File: config.mk
export PLATFORM = sky130hd
export DESIGN_NAME = queued_two_wire_prompt_sender
export DESIGN_NICKNAME = d
export VERILOG_FILES = /design/src/rtl/qtps_pkg.sv /design/src/rtl/qtps_front.sv /design/src/rtl/qtps_prompt_queue.sv /design/src/rtl/qtps_line_engine.sv /design/src/rtl/queued_two_wire_prompt_sender.sv
export SDC_FILE = /design/constraint.sdc
export NUM_CORES = 1
export LEC_CHECK = 0
export ABC_AREA = 1
export BUFFER_PORTS_ARGS = -buffer_cell sky130_fd_sc_hd__buf_2
export CAP_MARGIN = 0
export CELL_PAD_IN_SITES_DETAIL_PLACEMENT = 0
export CELL_PAD_IN_SITES_GLOBAL_PLACEMENT = 1
export CORE_MARGIN = 2
export CORE_UTILIZATION = 25
export DETAILED_ROUTE_END_ITERATION = 8
export HOLD_SLACK_MARGIN = 0.02
export PLACE_DENSITY_LB_ADDON = 0.1
export SLEW_MARGIN = 20
export SYNTH_ARGS = -nofsm -noshare
export SYNTH_HDL_FRONTEND = slang
export SYNTH_SLANG_ARGS = --single-unit
File: constraint.sdc
create_clock -name clk -period 6.6 [get_ports clk]
set_input_delay 1.65 -clock clk [delete_from_list [all_inputs] [get_ports clk]]
set_output_delay 1.65 -clock clk [all_outputs]
set_load 0.05 [all_outputs]
File: src/rtl/qtps_pkg.sv
`timescale 1ns / 1ps
`default_nettype none
// ----------------------------------------------------------------------------
// qtps_pkg
// Shared types and constants of the queued two-wire prompt sender.
// ----------------------------------------------------------------------------
package qtps_pkg;

  localparam int QueueDepth = 16;
  localparam int PtrW       = $clog2(QueueDepth);
  localparam int CountW     = $clog2(QueueDepth + 1);
  localparam int WordW      = 16;
  localparam int TickW      = 6;
  localparam int BitIdxW    = 5;
  localparam logic [BitIdxW-1:0] FrameBits = BitIdxW'(WordW);

  localparam int InDataW  = 24;
  localparam int OutDataW = 16;
  localparam int CfgDataW = 16;
  localparam int CfgIdxW  = 2;

  // configuration register indexes
  typedef enum logic [CfgIdxW-1:0] {
    CFG_COMMAND_WORD = 2'd0,
    CFG_START_TICKS  = 2'd1,
    CFG_STOP_TICKS   = 2'd2,
    CFG_GAP_TICKS    = 2'd3
  } cfg_idx_t;

  // item kinds
  typedef enum logic {
    OP_TICK = 1'b0,
    OP_PUSH = 1'b1
  } op_t;

  typedef struct packed {
    op_t              op;
    logic [WordW-1:0] prompt;
    logic             device_busy;
  } item_t;

  // engine to prompt queue
  typedef struct packed {
    logic             push;
    logic             pop;
    logic [WordW-1:0] word;
  } pq_ctrl_t;

  // prompt queue to engine
  typedef struct packed {
    logic              full;
    logic              empty;
    logic [WordW-1:0]  head;
    logic [CountW-1:0] count;
  } pq_stat_t;

endpackage
`default_nettype wire

File: src/rtl/qtps_front.sv
`timescale 1ns / 1ps
`default_nettype none
// ----------------------------------------------------------------------------
// qtps_front
// Input side: takes stream transactions, classifies them as tick or push and
// holds them in a two-entry queue for the line engine.
// ----------------------------------------------------------------------------
module qtps_front (
  input  wire logic                         clk,
  input  wire logic                         rst,
  input  wire logic                         s_tvalid,
  output logic                              s_tready,
  input  wire logic [qtps_pkg::InDataW-1:0] s_tdata,
  input  wire logic                         s_tuser,
  output logic                              item_valid,
  output qtps_pkg::item_t                   item,
  input  wire logic                         item_pop
);
  import qtps_pkg::*;

  item_t       slots [2];
  logic        wr_ptr;
  logic        rd_ptr;
  logic [1:0]  count;
  logic        push;
  item_t       incoming;

  always_comb begin
    incoming.op          = s_tuser ? OP_PUSH : OP_TICK;
    incoming.prompt      = s_tdata[WordW-1:0];
    incoming.device_busy = s_tdata[WordW];
  end

  assign s_tready   = (count != 2'd2);
  assign push       = s_tvalid && s_tready;
  assign item_valid = (count != 2'd0);
  assign item       = slots[rd_ptr];

  always_ff @(posedge clk) begin
    if (push) begin
      slots[wr_ptr] <= incoming;
    end
  end

  always_ff @(posedge clk) begin
    if (rst) begin
      wr_ptr <= 1'b0;
      rd_ptr <= 1'b0;
      count  <= 2'd0;
    end else begin
      if (push) begin
        wr_ptr <= ~wr_ptr;
      end
      if (item_pop) begin
        rd_ptr <= ~rd_ptr;
      end
      count <= count + 2'(push) - 2'(item_pop);
    end
  end

endmodule
`default_nettype wire

File: src/rtl/qtps_prompt_queue.sv
`timescale 1ns / 1ps
`default_nettype none
// ----------------------------------------------------------------------------
// qtps_prompt_queue
// Circular store of prompt words with read and write pointers and a count.
// ----------------------------------------------------------------------------
module qtps_prompt_queue (
  input  wire logic               clk,
  input  wire logic               rst,
  input  wire qtps_pkg::pq_ctrl_t ctrl,
  output qtps_pkg::pq_stat_t      stat
);
  import qtps_pkg::*;

  logic [WordW-1:0]  store [QueueDepth];
  logic [PtrW-1:0]   read_pointer;
  logic [PtrW-1:0]   read_pointer_next;
  logic [PtrW-1:0]   write_pointer;
  logic [CountW-1:0] entry_count;
  logic [WordW-1:0]  head;

  function automatic logic [PtrW-1:0] wrap_inc(input logic [PtrW-1:0] p);
    logic [PtrW-1:0] r;
    if (p == PtrW'(QueueDepth - 1)) begin
      r = '0;
    end else begin
      r = p + PtrW'(1);
    end
    return r;
  endfunction

  assign read_pointer_next = ctrl.pop ? wrap_inc(read_pointer) : read_pointer;

  always_comb begin
    stat.full  = (entry_count == CountW'(QueueDepth));
    stat.empty = (entry_count == '0);
    stat.head  = head;
    stat.count = entry_count;
  end

  always_ff @(posedge clk) begin
    if (ctrl.push) begin
      store[write_pointer] <= ctrl.word;
    end
  end

  // registered head, a push into the slot about to be read goes straight through
  always_ff @(posedge clk) begin
    if (ctrl.push && write_pointer == read_pointer_next) begin
      head <= ctrl.word;
    end else begin
      head <= store[read_pointer_next];
    end
  end

  always_ff @(posedge clk) begin
    if (rst) begin
      read_pointer  <= '0;
      write_pointer <= '0;
      entry_count   <= '0;
    end else begin
      if (ctrl.push) begin
        write_pointer <= wrap_inc(write_pointer);
      end
      read_pointer <= read_pointer_next;
      entry_count  <= entry_count + CountW'(ctrl.push) - CountW'(ctrl.pop);
    end
  end

endmodule
`default_nettype wire

File: src/rtl/qtps_line_engine.sv
`timescale 1ns / 1ps
`default_nettype none
// ----------------------------------------------------------------------------
// qtps_line_engine
// Back end: holds the configuration, runs the clock/data line sequencer one
// item per cycle while the output register is empty or being taken, and registers each result for the output stream.
// ----------------------------------------------------------------------------
module qtps_line_engine (
  input  wire logic                          clk,
  input  wire logic                          rst,
  input  wire logic                          cfg_we,
  input  wire logic [qtps_pkg::CfgIdxW-1:0]  cfg_index,
  input  wire logic [qtps_pkg::CfgDataW-1:0] cfg_data,
  input  wire logic                          item_valid,
  input  wire qtps_pkg::item_t               item,
  output logic                               item_pop,
  output qtps_pkg::pq_ctrl_t                 pq_ctrl,
  input  wire qtps_pkg::pq_stat_t            pq_stat,
  output logic                               m_tvalid,
  input  wire logic                          m_tready,
  output logic [qtps_pkg::OutDataW-1:0]      m_tdata
);
  import qtps_pkg::*;

  logic [WordW-1:0]   command_word;
  logic [TickW-1:0]   start_bit_ticks;
  logic [TickW-1:0]   stop_hold_ticks;
  logic [TickW-1:0]   frame_gap_ticks;

  logic [WordW-1:0]   shift_word,  shift_word_next;
  logic [BitIdxW-1:0] bit_index,   bit_index_next;
  logic               sending,     sending_next;
  logic [TickW-1:0]   phase_ticks, phase_ticks_next;
  logic               clock_level, clock_level_next;
  logic               data_level,  data_level_next;

  logic               fire;
  logic               dropped;
  logic               done;
  logic               tick;
  logic [CountW-1:0]  count_next;

  assign fire     = item_valid && (!m_tvalid || m_tready);
  assign item_pop = fire;
  assign tick     = fire && (item.op == OP_TICK);

  always_ff @(posedge clk) begin
    if (rst) begin
      command_word    <= '0;
      start_bit_ticks <= TickW'(4);
      stop_hold_ticks <= TickW'(48);
      frame_gap_ticks <= TickW'(60);
    end else if (cfg_we) begin
      case (cfg_idx_t'(cfg_index))
        CFG_COMMAND_WORD: command_word    <= cfg_data[WordW-1:0];
        CFG_START_TICKS:  start_bit_ticks <= cfg_data[TickW-1:0];
        CFG_STOP_TICKS:   stop_hold_ticks <= cfg_data[TickW-1:0];
        CFG_GAP_TICKS:    frame_gap_ticks <= cfg_data[TickW-1:0];
        default: ;
      endcase
    end
  end

  always_comb begin
    shift_word_next  = shift_word;
    bit_index_next   = bit_index;
    sending_next     = sending;
    phase_ticks_next = phase_ticks;
    clock_level_next = clock_level;
    data_level_next  = data_level;
    done             = 1'b0;
    dropped          = 1'b0;
    pq_ctrl.push     = 1'b0;
    pq_ctrl.pop      = 1'b0;
    pq_ctrl.word     = item.prompt;

    if (fire && item.op == OP_PUSH) begin
      if (pq_stat.full) begin
        dropped = 1'b1;
      end else begin
        pq_ctrl.push = 1'b1;
      end
    end

    if (tick) begin
      // frame start: command word wins, queue needs an idle module
      if (bit_index == '0 && !sending) begin
        if (command_word != '0) begin
          shift_word_next = command_word;
          sending_next    = 1'b1;
        end else if (item.device_busy || pq_stat.empty) begin
          done = 1'b1;
        end else begin
          shift_word_next = pq_stat.head;
          pq_ctrl.pop     = 1'b1;
          sending_next    = 1'b1;
        end
      end

      // lead delay and start bit
      if (!done && sending_next && phase_ticks != '0 && bit_index == '0) begin
        if (phase_ticks < start_bit_ticks) begin
          clock_level_next = 1'b0;
        end
        phase_ticks_next = phase_ticks - TickW'(1);
        done = 1'b1;
      end

      // stop bit hold
      if (!done && sending_next && phase_ticks != '0 && bit_index == FrameBits) begin
        data_level_next  = 1'b0;
        clock_level_next = 1'b1;
        phase_ticks_next = phase_ticks - TickW'(1);
        done = 1'b1;
      end

      if (!done && bit_index == FrameBits && phase_ticks == '0) begin
        bit_index_next   = '0;
        sending_next     = 1'b0;
        phase_ticks_next = frame_gap_ticks;
        done = 1'b1;
      end

      // data bits: set data while clock low, then raise clock
      if (!done && bit_index < FrameBits && sending_next) begin
        if (!clock_level) begin
          phase_ticks_next = stop_hold_ticks;
          if (shift_word_next[WordW-1]) begin
            data_level_next = 1'b1;
          end
          shift_word_next  = {shift_word_next[WordW-2:0], 1'b0};
          bit_index_next   = bit_index + BitIdxW'(1);
          clock_level_next = 1'b1;
        end else begin
          clock_level_next = 1'b0;
          data_level_next  = 1'b0;
        end
      end
    end
  end

  assign count_next = pq_stat.count + CountW'(pq_ctrl.push) - CountW'(pq_ctrl.pop);

  always_ff @(posedge clk) begin
    if (rst) begin
      shift_word  <= '0;
      bit_index   <= '0;
      sending     <= 1'b0;
      phase_ticks <= TickW'(4);
      clock_level <= 1'b0;
      data_level  <= 1'b0;
    end else if (tick) begin
      shift_word  <= shift_word_next;
      bit_index   <= bit_index_next;
      sending     <= sending_next;
      phase_ticks <= phase_ticks_next;
      clock_level <= clock_level_next;
      data_level  <= data_level_next;
    end
  end

  always_ff @(posedge clk) begin
    if (rst) begin
      m_tvalid <= 1'b0;
    end else if (fire) begin
      m_tvalid <= 1'b1;
    end else if (m_tready) begin
      m_tvalid <= 1'b0;
    end
  end

  always_ff @(posedge clk) begin
    if (fire) begin
      m_tdata <= {7'd0, dropped, count_next, sending_next,
                  data_level_next, clock_level_next};
    end
  end

endmodule
`default_nettype wire

File: src/rtl/queued_two_wire_prompt_sender.sv
`timescale 1ns / 1ps
`default_nettype none
// ----------------------------------------------------------------------------
// queued_two_wire_prompt_sender
// Prompt queue and two-wire frame sender for an audio module.
// ----------------------------------------------------------------------------
// Input stream s_*: each transaction is either a half millisecond tick
// (s_tuser = 0) carrying the sampled module busy line, or a push of a prompt
// word (s_tuser = 1). Output stream m_*: one result transaction per input
// transaction, in order, giving clock and data line levels, frame active,
// queued prompt count and a dropped flag for a push into a full queue.
// Each input is held in the front item queue and then in the output
// register before its result appears on m_*. Throughput is one
// transaction per cycle: a two-entry item queue at the front decouples input
// from the line engine, which retires one item per cycle into the output
// register whenever that register is empty or being taken.
// When m_tready is low the output register holds, the engine stops and the
// item queue fills; s_tready drops once both entries are held.
// Configuration writes (cfg_we, cfg_index, cfg_data) take effect at once and
// are expected while no transactions are in flight.
// Reset clears the queues, the line sequencer and the configuration to its
// defaults (command 0, start 4, stop hold 48, gap 60 ticks); no clearing pass.
// ----------------------------------------------------------------------------
module queued_two_wire_prompt_sender (
  input  wire logic                          clk,
  input  wire logic                          rst,
  input  wire logic                          s_tvalid,
  output logic                               s_tready,
  // [15:0] prompt, [16] device_busy, [23:17] zero
  input  wire logic [qtps_pkg::InDataW-1:0]  s_tdata,
  // [0] operation
  input  wire logic                          s_tuser,
  output logic                               m_tvalid,
  input  wire logic                          m_tready,
  // [0] clock_line, [1] data_line, [2] frame_active, [7:3] queue_count,
  // [8] push_dropped, [15:9] zero
  output logic [qtps_pkg::OutDataW-1:0]      m_tdata,
  input  wire logic                          cfg_we,
  input  wire logic [qtps_pkg::CfgIdxW-1:0]  cfg_index,
  input  wire logic [qtps_pkg::CfgDataW-1:0] cfg_data
);
  import qtps_pkg::*;

  logic     item_valid;
  item_t    item;
  logic     item_pop;
  pq_ctrl_t pq_ctrl;
  pq_stat_t pq_stat;

  qtps_front u_front (
    .clk        (clk),
    .rst        (rst),
    .s_tvalid   (s_tvalid),
    .s_tready   (s_tready),
    .s_tdata    (s_tdata),
    .s_tuser    (s_tuser),
    .item_valid (item_valid),
    .item       (item),
    .item_pop   (item_pop)
  );

  qtps_prompt_queue u_prompt_queue (
    .clk  (clk),
    .rst  (rst),
    .ctrl (pq_ctrl),
    .stat (pq_stat)
  );

  qtps_line_engine u_line_engine (
    .clk        (clk),
    .rst        (rst),
    .cfg_we     (cfg_we),
    .cfg_index  (cfg_index),
    .cfg_data   (cfg_data),
    .item_valid (item_valid),
    .item       (item),
    .item_pop   (item_pop),
    .pq_ctrl    (pq_ctrl),
    .pq_stat    (pq_stat),
    .m_tvalid   (m_tvalid),
    .m_tready   (m_tready),
    .m_tdata    (m_tdata)
  );

endmodule
`default_nettype wire

### Yosys cells after proc, flatten, opt, wreduce, memory -nomap -nowiden

Memories as Yosys holds them, arrays and structs flattened. A register that Yosys moved wholly into a read port is not among the register bits.
Cells that the tools add are included.

| word-level totals | value |
|---|---|
| register bits | 91 |
| latch bits | 0 |
| RAM bits | 292 |
| bits in read-only memories | 0 |
| input port bits | 48 |
| output and inout port bits | 18 |
| logic and storage cells | 138 |
| memories kept | 2 |

| cells by class | value |
|---|---|
| $add $sub $neg | 8 |
| multiply operators | 0 |
| div/mod/pow operators | 0 |
| magnitude comparators | 2 |
| eq/ne operators | 8 |
| shift operators | 0 |
| mux-type cells | 61 |
| bitwise gates (word level) | 3 |
| reductions and logical operators | 35 |

Memories:

| memory | depth | width | read ports | clocked after memory_dff | wr ports | RTL line | text |
|---|---|---|---|---|---|---|---|
| u_prompt_queue.store | 16 | 16 | 1 | 1 | 1 | qtps_prompt_queue.sv:15 | `logic [WordW-1:0] store [QueueDepth];` |
| u_front.slots | 2 | 18 | 1 | 1 | 1 | qtps_front.sv:21 | `item_t slots [2];` |

Operators by type and width:

| operator | number |
|---|---|
| 16-bit two-way mux | 6 |
| 1-bit two-way mux | 44 |
| 6-bit two-way mux | 5 |
| 16-bit nonzero test | 1 |
| 1-bit logical AND | 15 |
| 5-bit two-way mux | 3 |
| 4-bit two-way mux | 3 |
| 5-bit equality test, second input constant | 2 |
| 5-bit zero test | 2 |
| 4-bit by 1-bit adder with 4-bit output, second input constant | 2 |
| 4-bit equality test, second input constant | 2 |
| 2-bit AND reduction | 4 |
| 1-bit zero test | 6 |
| 6-bit zero test | 1 |
| 6-bit less-than comparator | 1 |
| 6-bit nonzero test | 1 |
| 6-bit by 1-bit subtractor with 6-bit output, second input constant | 1 |
| 5-bit by 1-bit adder with 5-bit output | 1 |
| 5-bit by 1-bit adder with 5-bit output, second input constant | 1 |
| 5-bit less-than comparator, second input constant | 1 |
| 5-bit by 1-bit subtractor with 5-bit output | 1 |
| 2-bit equality test, second input constant | 2 |
| 2-bit nonzero test | 2 |
| 1-bit inverter | 3 |
| 6 further kinds | 7 |

### Logic depth before layout (Yosys ltp)

Gate-level depths: netlist of the first run.

| depth | value |
|---|---|
| depth after elaboration | 28 |
| mapped depth | 16 |
| depth with buffers taken out | 16 |

### Hierarchy

From an unflattened synthesis of the first run, not the netlist that was laid out.

| second synthesis, totals | value |
|---|---|
| cells, all modules | 1847 |
| area total of the unflattened synthesis | 17600.6 um2 |

Modules (own cells, without submodules):

| module | times used | cells each | area each (um2) | seq. area each (um2) |
|---|---|---|---|---|
| qtps_prompt_queue | 1 | 1164 | 11875.1 | 8027.7 |
| qtps_line_engine | 1 | 596 | 4149.0 | 1571.5 |
| qtps_front | 1 | 87 | 1576.5 | 1181.1 |

### Least setup slack after synthesis of the first run

Ideal clock, no wire load.

| path | value |
|---|---|
| kind | input -> register |
| start point | input m_tready |
| end point | memory u_prompt_queue.store[7][0] (enable) |
| library setup time | 409 ps |
| data arrival time | 3930 ps |
| required time | 6191 ps |
| slack | 2260 ps |
| cell stages on the path | 8 |
| path buffers | 0 |
| path through | nor2_1 > a21oi_2 > inv_2 > nor2_1 > nand2_1 > inv_1 > nand2_1 > nor3_1 |

| between the ends | value |
|---|---|
| cells in the longest elaborated chain, start to end | 6 |

Ends and longest elaborated chain:

| element | RTL line | text |
|---|---|---|
| start: declaration | queued_two_wire_prompt_sender.sv:34 | `input wire logic m_tready,` |
| 1-bit logical OR | qtps_line_engine.sv:43 | `assign fire = item_valid && (!m_tvalid \|\| m_tready);` |
| 1-bit logical AND | qtps_line_engine.sv:43 |  |
| via item_pop | queued_two_wire_prompt_sender.sv:46 | `logic item_pop;` |
| 1-bit logical AND | qtps_line_engine.sv:77 | `if (fire && item.op == OP_PUSH) begin` |
| 1-bit two-way mux | qtps_line_engine.sv:77 |  |
| 1-bit two-way mux | qtps_prompt_queue.sv:42 | `if (ctrl.push) begin` |
| 1-bit two-way mux (not written as such) | qtps_prompt_queue.sv:43 | `store[write_pointer] <= ctrl.word;` |
| end: declaration | qtps_prompt_queue.sv:15 |  |

The timed path passes the listed nets, and every way through them passes these cells.

### Worst setup path after layout of the first run

| path | value |
|---|---|
| start point | input m_tready |
| end point | register u_line_engine.m_tdata[7] (netlist bit) (data pin) |

| between the ends | value |
|---|---|
| cells in the longest elaborated chain, start to end | 6 |
| elaborated cells between the ends (all ways) | 8 |
| those cells by class | add/sub: 2; mux: 2; reduce/logical: 4 |

Ends and longest elaborated chain:

| element | RTL line | text |
|---|---|---|
| 1-bit logical OR * | qtps_line_engine.sv:43 |  |
| 1-bit logical AND * | qtps_line_engine.sv:43 |  |
| via item_pop | queued_two_wire_prompt_sender.sv:46 |  |
| 1-bit logical AND | qtps_line_engine.sv:77 |  |
| 1-bit two-way mux | qtps_line_engine.sv:77 |  |
| 5-bit by 1-bit adder with 5-bit output | qtps_line_engine.sv:142 | `assign count_next = pq_stat.count + CountW'(pq_ctrl.push) - CountW'(pq_ctrl.pop);` |
| 5-bit by 1-bit subtractor with 5-bit output * | qtps_line_engine.sv:142 |  |
| via u_line_engine.count_next[4] | qtps_line_engine.sv:41 | `logic [CountW-1:0] count_next;` |
| end signal: assignment | qtps_line_engine.sv:174 | `m_tdata <= {7'd0, dropped, count_next, sending_next,` |
| end: declaration | qtps_line_engine.sv:21 | `output logic [qtps_pkg::OutDataW-1:0] m_tdata` |

The timed path passes the listed nets; every way through them passes the cells marked *.
A chain may end at the register's enable or synchronous reset.

==> results of run 1 <==
==> sequential cells by signal, indices dropped and copies added, names as in the netlist, named ones only <==
register	count
u_line_engine.command_word	16
u_line_engine.sending	1
u_line_engine.m_tvalid	1
u_front.count	2
u_prompt_queue.write_pointer	4
u_line_engine.start_bit_ticks	6
u_line_engine.m_tdata	9
u_line_engine.stop_hold_ticks	6
u_front.wr_ptr	1
u_line_engine.frame_gap_ticks	6
u_front.slots	36
u_prompt_queue.read_pointer	4
u_prompt_queue.store	256
u_line_engine.shift_word	16
u_line_engine.data_level	1
u_line_engine.clock_level	1
u_prompt_queue.entry_count	5
u_line_engine.bit_index	5
u_line_engine.phase_ticks	6
u_front.rd_ptr	1
==> layer usage <==
layer  track usage (%)  wire length [µm]  up-vias
li1                  -                 -     5350
met1              19.8             23200     5321
met2              22.7             21700      152
met3              2.42              1720       63
met4              3.77               910        0
met5                 0                 0        -
==> critical path, delay by kind of cell <==
| kind | cells | cell delay (ns) |
|---|---|---|
| AND/OR/NAND/NOR | 3 | 0.55 |
| AO/OA/AOI/OAI | 2 | 0.37 |
| buffers and inverters | 5 | 0.47 |
| adder cells (fa/ha/maj) | 3 | 0.83 |
| XOR/XNOR | 1 | 0.12 |
==> logic make-up after synthesis <==
| logic type | Yosys count |
|---|---|
| simple gates | 519 |
| fa+ha+maj | 23 |
| mux | 17 |
| buf+inv | 183 |
| xor+xnor | 9 |
| flops | 388 |
| compound gates | 359 |
| other cells | 1 |
==> path summary, 6_finish.rpt <==
check	from	to	slack, ns	cells past startpoint
worst min register to register	u_front.rd_ptr	u_front.rd_ptr	0.45	1
worst min-delay path	u_front.rd_ptr	u_front.rd_ptr	0.45	1
worst max-delay path	m_tready	u_line_engine.m_tdata[7]	2.94	14
worst max register to register	flip-flop	u_line_engine.m_tdata[7]	2.99	13
==> through the flow <==
stage / worst slack [ns] / cells / total power (W) / area, µm² / hold WS, ns
2_1_floorplan: 2.26 / 1505 / 0.00457 / 16400 / 0.425
3_3_place_gp: 2.25 / 2360 / 0.00519 / 17600 / 0.438
3_5_place_dp: 2.30 / 2360 / 0.00520 / 17600 / 0.447
4_1_cts: 2.86 / 2442 / 0.00762 / 19000 / 0.453
5_1_grt: 2.54 / 2442 / 0.00793 / 19000 / 0.481
6_report: 2.94 / 2443 / 0.00746 / 19000 / 0.451
==> area by class of cell <==
type                       count  area (µm²)
antenna                        1        2.50
clock buffer                  64        1200
clock inverter                18         159
fill                        6722       45600
inverter                     106         407
multi-input combinational    934        4890
sequential                   388       10800
tap                          855        1070
timing repair buffer          77         475
==> cell usage in the layout, fill, tap and decap left out, types with 22 or more instances in the layout <==
| cell | n |
|---|---|
| inv_1 | 96 |
| a21oi_1 | 68 |
| edfxtp_1 | 301 |
| dfxtp_1 | 85 |
| buf_4 | 24 |
| nand3_1 | 44 |
| ha_1 | 22 |
| nand2_1 | 170 |
| buf_2 | 51 |
| o211ai_1 | 25 |
| o22ai_1 | 31 |
| clkbuf_16 | 45 |
| o21ai_0 | 187 |
| nor2_1 | 251 |
==> power by group through the flow <==
stage               clock network [W]  registers [W]  logic, W
global placement                    0        0.00322   0.00197
global route                  0.00255        0.00320   0.00219
finish                        0.00237        0.00316   0.00193
CTS                           0.00246        0.00317   0.00199
detailed placement                  0        0.00322   0.00197
floorplan                           0        0.00327   0.00131
==> flow_summary.yaml, run 1 <==
run_status:
  run_status: "finished clean"
routing:
  dr.pass1.iters: 5
  vias: 10900
  drc_errors: 0
  ant_nets: 0
  wl_mm: 47.5
  post_drt_wl_per_cell_um: 19.5
  vias_per_cell: 4.46
  drt_iter0_markers: 566
timing:
  fin_crit_ns: 3.66
  fin_skew_ns: 0.0160
  fin_tns_setup_ns: 0
  tightest_slew_ns: 1.01
  finalHoldViolCount: 0
  fmax_mhz: 273
  fin_crit_sh_pct: 55.5
  finalSetupViolCount: 0
  slew_violations: 0
  rsz0062_at_grt: "no"
  slew_headroom_pct: 32.4
synth:
  synth-adder-area-share_pct: 1.80
  avgSynthCellArea_um2: 10.9
  synth_top_family_by_area: "simple AND/OR/NAND/NOR gates"
  synthMuxAreaShare_pct: 1.16
  synth_area_leaders: "edfxtp_1, dfxtp_1, nor2_1, o21ai_0, nand2_1"
  ys_seq_area_share_pct: 65.9
  synthDistinctLibCells: 51
  syn_inst: 1499
  synth_edf_count: 301
  synth-simple-area-share_pct: 13.6
  synthFlopType: "edfxtp_1"
  synth_common_cells: "edfxtp_1, nor2_1, o21ai_0"
  synth_xor_area_share_pct: 0.482
  yosysMostFrequentCell: "edfxtp_1"
  syn_area_um2: 16400
  synth_seq_cells: 388
  synth-compound-area-share_pct: 12.3
  synth_warnings: 0
  post-synth-top-area-fraction_pct: 55.2
  async_flop_share_pct: 0
  synth_top_area_cell: "edfxtp_1"
die:
  start_util_pct: 25.3
  die_w_um: 260
  design.core.area_um2: 64600
  fp-row-count: 93
  die-area_um2: 67500
  die_h_um: 260
  ios: 66
critical_path:
  slowest_delay_ns: 0.40
  cp-start-kind: "primary input"
  critPathRequiredTime_ns: 6.92
  critPathKind: "primary input to flip-flop"
  arrival_ns: 3.98
  critPathCaptureType: "flip-flop"
  critPathSlowestCell: "fa_1"
  cp_max_fo: 32
  crit_chain: "buf_2 > nor2_1 > a21oi_2 > inv_2 > nor2_8 > inv_6 > nor3_4 > ha_1 > inv_1 > ha_1 > inv_1 > fa_1 > o21ai_0 > xnor2_1"
power_and_ir_drop:
  ir_drop_mv: 0.173
  switchingPower_w: 0.00255
  clockPowerShare_pct: 31.8
  p_leak_nw: 6.75
  power.internal_w: 0.00491
  power.density_nw_per_um2: 393
  power_frac_comb_pct: 25.8
  swShare_pct: 34.2
  p_seq_share_pct: 42.4
global_routing:
  track_usage_pct: 14.2
  grt_pass1_wl_mm: 71.2
  grt-ovfl-total: 0
  grt_pass1_vias: 10900
  antenna_found_initial: 0
  grt_max_degree: 108
clock_tree:
  cts_setup_buffers: 0
  clkTransAtPathRegs_ns: 0.06
  cts.htree.levels: 2
  numCtsBuffers: 45
  cts_resized: 0
  cts_hold_buffers: 0
  cts_buffer_depth: 3
  cts.sinks: 388
  cts_tree: "yes"
  clock_latency_ns: 0.58
  clockRootBuffer: "clkbuf_16"
cells_and_area:
  syn_to_final_growth_pct: 16.0
  post-route-util_pct: 29.4
  drive_above_1_share_pct: 12.7
  nets: 1623
placed_design:
  dp_hpwl_mm: 29.3
  gp_congestion: 0.692
  portBuffers: 51
min_path:
  hold_class: "flip-flop to flip-flop"
run:
  cap_violations: 0
(Power assumes the default switching activity.)
==> inputs of run 2 (changes only) <==
clock period = 3.1 ns   (was 6.6 ns; I/O delays follow)
==> run 2 against run 1 <==
  * Clock skew grew 0.0038 ns
  * Critical endpoint is now u_prompt_queue.entry_count[4]
  * Clock power grew 120%
  * Register-to-register slack lost 2.6 ns
  * Sequential power grew 110%
  * Routed wire length grew 0.89%
  * Largest power group unchanged
  * Cell count grew 1.1%
  * Flip-flop and latch count is the same
  * Total power grew 120%
  * Global-route usage grew 0.11 points
  * Critical path depth grew 1
  * Utilization grew 0.74 points
  * Hold slack lost 0.076 ns
==> flow_summary.yaml, run 2 (synthesis results as in run 1) <==
run_status:
  run_status: "finished clean"
die:
  die_h_um: 260
  die-area_um2: 67500
  die_w_um: 260
  design.core.area_um2: 64600
  fp-row-count: 93
  start_util_pct: 25.3
  ios: 66
cells_and_area:
  syn_to_final_growth_pct: 18.9
  antennaDiodeCount: 0
  largest_register_ff_count: 256
  largestRegisters: "u_prompt_queue.store: 256 flops, u_front.slots: 36 flops"
  largest_register: "u_prompt_queue.store"
  drive_above_1_share_pct: 14.2
  mostFrequentLayoutCells: "edfxtp_1, nor2_1, o21ai_0"
  multi_input_area_um2: 4890
  nets: 1650
  regArea_um2: 10800
  final_common_cell: "edfxtp_1"
  fillCellCount: 6648
clock_tree:
  cts.htree.levels: 2
  cts_resized: 0
  clockRootBuffer: "clkbuf_16"
  cts_buffer_depth: 3
  cts_setup_buffers: 0
  clkTransAtPathRegs_ns: 0.06
  cts_hold_buffers: 0
  cts_tree: "yes"
  numCtsBuffers: 47
  cts.sinks: 388
  clock_latency_ns: 0.59
timing:
  tightest_slew_ns: 0.609
  fin_crit_ns: 2.68
  fin_skew_ns: 0.0198
  fin_tns_setup_ns: 0
  slew_headroom_pct: 59.4
  fmax_mhz: 373
  finalHoldViolCount: 0
  fin_crit_sh_pct: 86.4
  rsz0062_at_grt: "no"
  fin_hold_ws_ns: 0.375
  slew_violations: 0
  finalSetupViolCount: 0
power_and_ir_drop:
  ir_drop_mv: 0.448
  p_seq_share_pct: 41.0
  power.internal_w: 0.0108
  swShare_pct: 33.9
  power.density_nw_per_um2: 836
  p_total_w: 0.0163
  switchingPower_w: 0.00552
  p_leak_nw: 6.96
  power_frac_comb_pct: 26.5
  clockPowerShare_pct: 32.4
global_routing:
  grt_pass1_wl_mm: 71.4
  antenna_found_initial: 2
  grt_pass1_vias: 10800
  grt-ovfl-total: 0
  grt_max_degree: 108
  track_usage_pct: 14.3
min_path:
  worstHoldStart: "s_tdata[3]"
  holdPathStages: 1
  hold_path_end: "u_front.slots[0][4]"
  hold_class: "primary input to flip-flop"
routing:
  drc_errors: 0
  post_drt_wl_per_cell_um: 19.4
  dr.pass1.iters: 5
  ant_nets: 0
  vias: 11000
  wl_mm: 48.0
  drt_iter0_markers: 742
  vias_per_cell: 4.45
critical_path:
  critPathCaptureType: "flip-flop"
  critPathBufInv: 4
  crit_path_frequent_cell: "inv_1"
  crit_chain: "inv_1 > ha_1 > nand2_2 > nor2_8 > nand2_4 > nor3_4 > ha_1 > inv_1 > ha_1 > inv_1 > fa_1 > o21ai_1 > xnor2_1 > inv_1 > nor2_1"
  critPathKind: "flip-flop to flip-flop"
  crit_family: "adder cells"
  critPathRequiredTime_ns: 3.62
  cp_max_fo: 4
  ff2ff_path_depth: 15
  r2r_slack_ns: 0.42
  cp-start-kind: "flip-flop"
  critPathSlowestCell: "fa_1"
  rr_startpoint: "u_line_engine.bit_index[0]"
  r2r-end: "u_prompt_queue.entry_count[4]"
  arrival_ns: 3.20
  slowest_delay_ns: 0.40
placed_design:
  gp_congestion: 0.709
  dp_hpwl_mm: 28.9
  portBuffers: 51
run:
  cap_violations: 0
run 2: how the worst max path moves through the flow:
stage                     slack, ns                        from                             to  depth (start not counted)
after global placement         0.07                    m_tready  u_prompt_queue.entry_count[4]                         16
after detailed placement       0.11                    m_tready       u_line_engine.m_tdata[7]                         14
final                          0.42  u_line_engine.bit_index[0]  u_prompt_queue.entry_count[4]                         15
after floorplan                0.04                    m_tready       u_line_engine.m_tdata[7]                         13
after CTS                      0.36  u_line_engine.bit_index[0]  u_prompt_queue.entry_count[4]                         15
after global routing           0.12  u_line_engine.bit_index[0]  u_prompt_queue.entry_count[4]                         15
run 2: power groups by stage:
stage	Combinational, W	Clock (W)	Sequential [W]
after floorplan	0.00279	0	0.00696
after global placement	0.00439	0	0.00679
after detailed placement	0.00440	0	0.00679
after CTS	0.00442	0.00548	0.00668
after global routing	0.00489	0.00567	0.00674
final	0.00432	0.00528	0.00668
run 2: per-layer routing:
| layer | routed length, µm | GRT usage, % | vias up |
|---|---|---|---|
| li1 | - | - | 5391 |
| met3 | 1740 | 2.26 | 69 |
| met4 | 1050 | 3.96 | 0 |
| met5 | 0 | 0 | - |
| met1 | 23500 | 20.5 | 5353 |
| met2 | 21700 | 22.3 | 185 |
run 2: cell type report:
cell class              count  share of cell area [%]
clock buffers              75                    6.90
clock inverters            11                   0.598
inverters                 106                    2.09
multi-input cells         934                    25.1
flip-flops and latches    388                    55.4
well taps                 855                    5.50
repair buffers            102                    4.37
run 2: stage by stage:
stage	utilization, %	instances	worst slack (ns)	instance area (µm²)
after floorplan	-	1505	0.0386	16400
after global placement	27.9	2385	0.0696	18000
after detailed placement	27.9	2385	0.110	18000
after CTS	30.1	2471	0.364	19500
after global routing	30.1	2471	0.122	19500
final	30.1	2471	0.421	19500
==> inputs of run 3 (changes only) <==
RECOVER_POWER = 50   (was default)
==> run 3 against run 2 <==
  * The flow now finishes with violations (max-capacitance violations, max-slew violations)
  * Maximum frequency is 1.4% lower
  * Sequential share of layout area is 0.15 points higher
  * Flip-flop and latch count stayed put
  * Non-clock buffer count stayed put
  * Clock power hardly changed
  * Clock skew is 0.00051 ns lower
  * First-iteration DRC count is 0.13% lower
  * Cell count stayed put
==> flow_summary.yaml, run 3 (synthesis results as in run 1) <==
routing:
  vias: 11000
  vias_per_cell: 4.45
  route.met2.wl_mm: 21.7
  top_layer: "met4"
  wl_met1_mm: 23.4
  wl_met3_mm: 1.83
  ant_nets: 0
  dr.pass1.iters: 6
  post_drt_wl_per_cell_um: 19.4
  wl_mm: 48.0
  drc_errors: 0
  drt_iter0_markers: 741
clock_tree:
  cts_buffer_depth: 3
  cts_hold_buffers: 0
  cts_tree: "yes"
  clockRootBuffer: "clkbuf_16"
  cts_setup_buffers: 0
  cts.sinks: 388
  cts.htree.levels: 2
  clkTransAtPathRegs_ns: 0.06
  numCtsBuffers: 47
  clock_latency_ns: 0.60
  cts_resized: 0
placed_design:
  gp_congestion: 0.709
  dp_hpwl_mm: 28.9
  portBuffers: 51
  dp.cells: 2385
  placed_area_um2: 18000
critical_path:
  rr_startpoint: "u_line_engine.bit_index[0]"
  cp_max_fo: 4
  arrival_ns: 3.10
  critPathCaptureType: "flip-flop"
  critPathKind: "flip-flop to flip-flop"
  ff2ff_path_depth: 15
  critPathRequiredTime_ns: 3.48
  startpoint: "u_line_engine.bit_index[0]"
  cp-start-kind: "flip-flop"
min_path:
  holdPathStages: 1
  hold_class: "primary input to flip-flop"
  worstHoldStart: "s_tdata[7]"
die:
  die-area_um2: 67500
  ios: 66
  die_w_um: 260
  fp-row-count: 93
  design.core.area_um2: 64600
  die_h_um: 260
  start_util_pct: 25.3
power_and_ir_drop:
  p_leak_nw: 6.91
  power.density_nw_per_um2: 836
  p_total_w: 0.0162
  ir_drop_mv: 0.448
global_routing:
  grt-ovfl-total: 0
  antenna_found_initial: 2
  track_usage_pct: 14.3
  grt_max_degree: 108
  grt_pass1_vias: 10800
  grt_pass1_wl_mm: 71.4
timing:
  fin_crit_ns: 2.72
  fin_skew_ns: 0.0193
  fmax_mhz: 368
  fin_crit_sh_pct: 87.6
  slew_violations: 40
  tightest_slew_ns: 2.45
  rsz0062_at_grt: "no"
  finalSetupViolCount: 0
  fin_tns_setup_ns: 0
  finalHoldViolCount: 0
  slew_headroom_pct: -63.2
cells_and_area:
  largestRegisters: "u_prompt_queue.store: 256 flops, u_front.slots: 36 flops"
  finalNonFillerCells: 2471
  fillCellCount: 6663
  nets: 1650
  design_area_um2: 19400
  multi_input_area_um2: 4880
  mostFrequentLayoutCells: "edfxtp_1, nor2_1, o21ai_0"
  antennaDiodeCount: 0
  drive_above_1_share_pct: 12.0
  syn_to_final_growth_pct: 18.6
  largest_register_ff_count: 256
  final_common_cell: "edfxtp_1"
  regArea_um2: 10800
  largest_register: "u_prompt_queue.store"
run:
  cap_violations: 1
run_status:
  run_status: "complete, but fails checks"
  failed_checks: "max-capacitance violations, max-slew violations"
## run 3: final cells by class
class                      instances  area share [%]
sequential                       388            55.6
multi-input combinational        934            25.1
clock buffer                      75            6.92
tap                              855            5.51
timing repair buffer             102            4.19
inverter                         106            2.09
clock inverter                    11           0.599
## run 3: metal layers
metal | vias to the layer above | global-route usage (%)
met5 | - | 0
met4 | 0 | 3.96
met3 | 69 | 2.26
met2 | 208 | 22.3
met1 | 5319 | 20.5
li1 | 5391 | -
## run 3: path summary, 6_finish.rpt
| check | slack (ns) | endpoint |
|---|---|---|
| max | 0.38 | u_prompt_queue.entry_count[4] |
| min | 0.37 | u_front.slots[0][8] |
| max reg2reg | 0.38 | u_prompt_queue.entry_count[4] |
| min reg2reg | 0.46 | u_front.rd_ptr |
## run 3: where the power goes
group | total, W | leakage (nW) | internal [W] | switching (W)
Clock | 0.00528 | 0.701 | 0.00306 | 0.00222
Combinational | 0.00425 | 2.77 | 0.00119 | 0.00306
Sequential | 0.00669 | 3.44 | 0.00647 | 0.000220
Total | 0.0162 | 6.91 | 0.0107 | 0.00550
## run 3: worst max-delay path: stages (launching register included)
cell and delay [ns]:
dfxtp_1 0.32, inv_1 0.09, ha_1 0.18, nand2_2 0.13, nor2_8 0.15, nand2_4 0.09
nor3_4 0.23, ha_1 0.26, inv_1 0.06, ha_1 0.17, inv_1 0.06, fa_1 0.40
o21ai_1 0.17, xnor2_1 0.10, inv_1 0.06, nor2_1 0.03
## run 3: stage by stage
step | hold slack, ns | util (%) | setup WS, ns
finish | 0.373 | 30.1 | 0.384
global route | 0.346 | 30.1 | 0.0921
detailed placement | 0.449 | 27.9 | 0.110
floorplan | 0.425 | - | 0.0386
global placement | 0.438 | 27.9 | 0.0696
CTS | 0.330 | 30.1 | 0.364
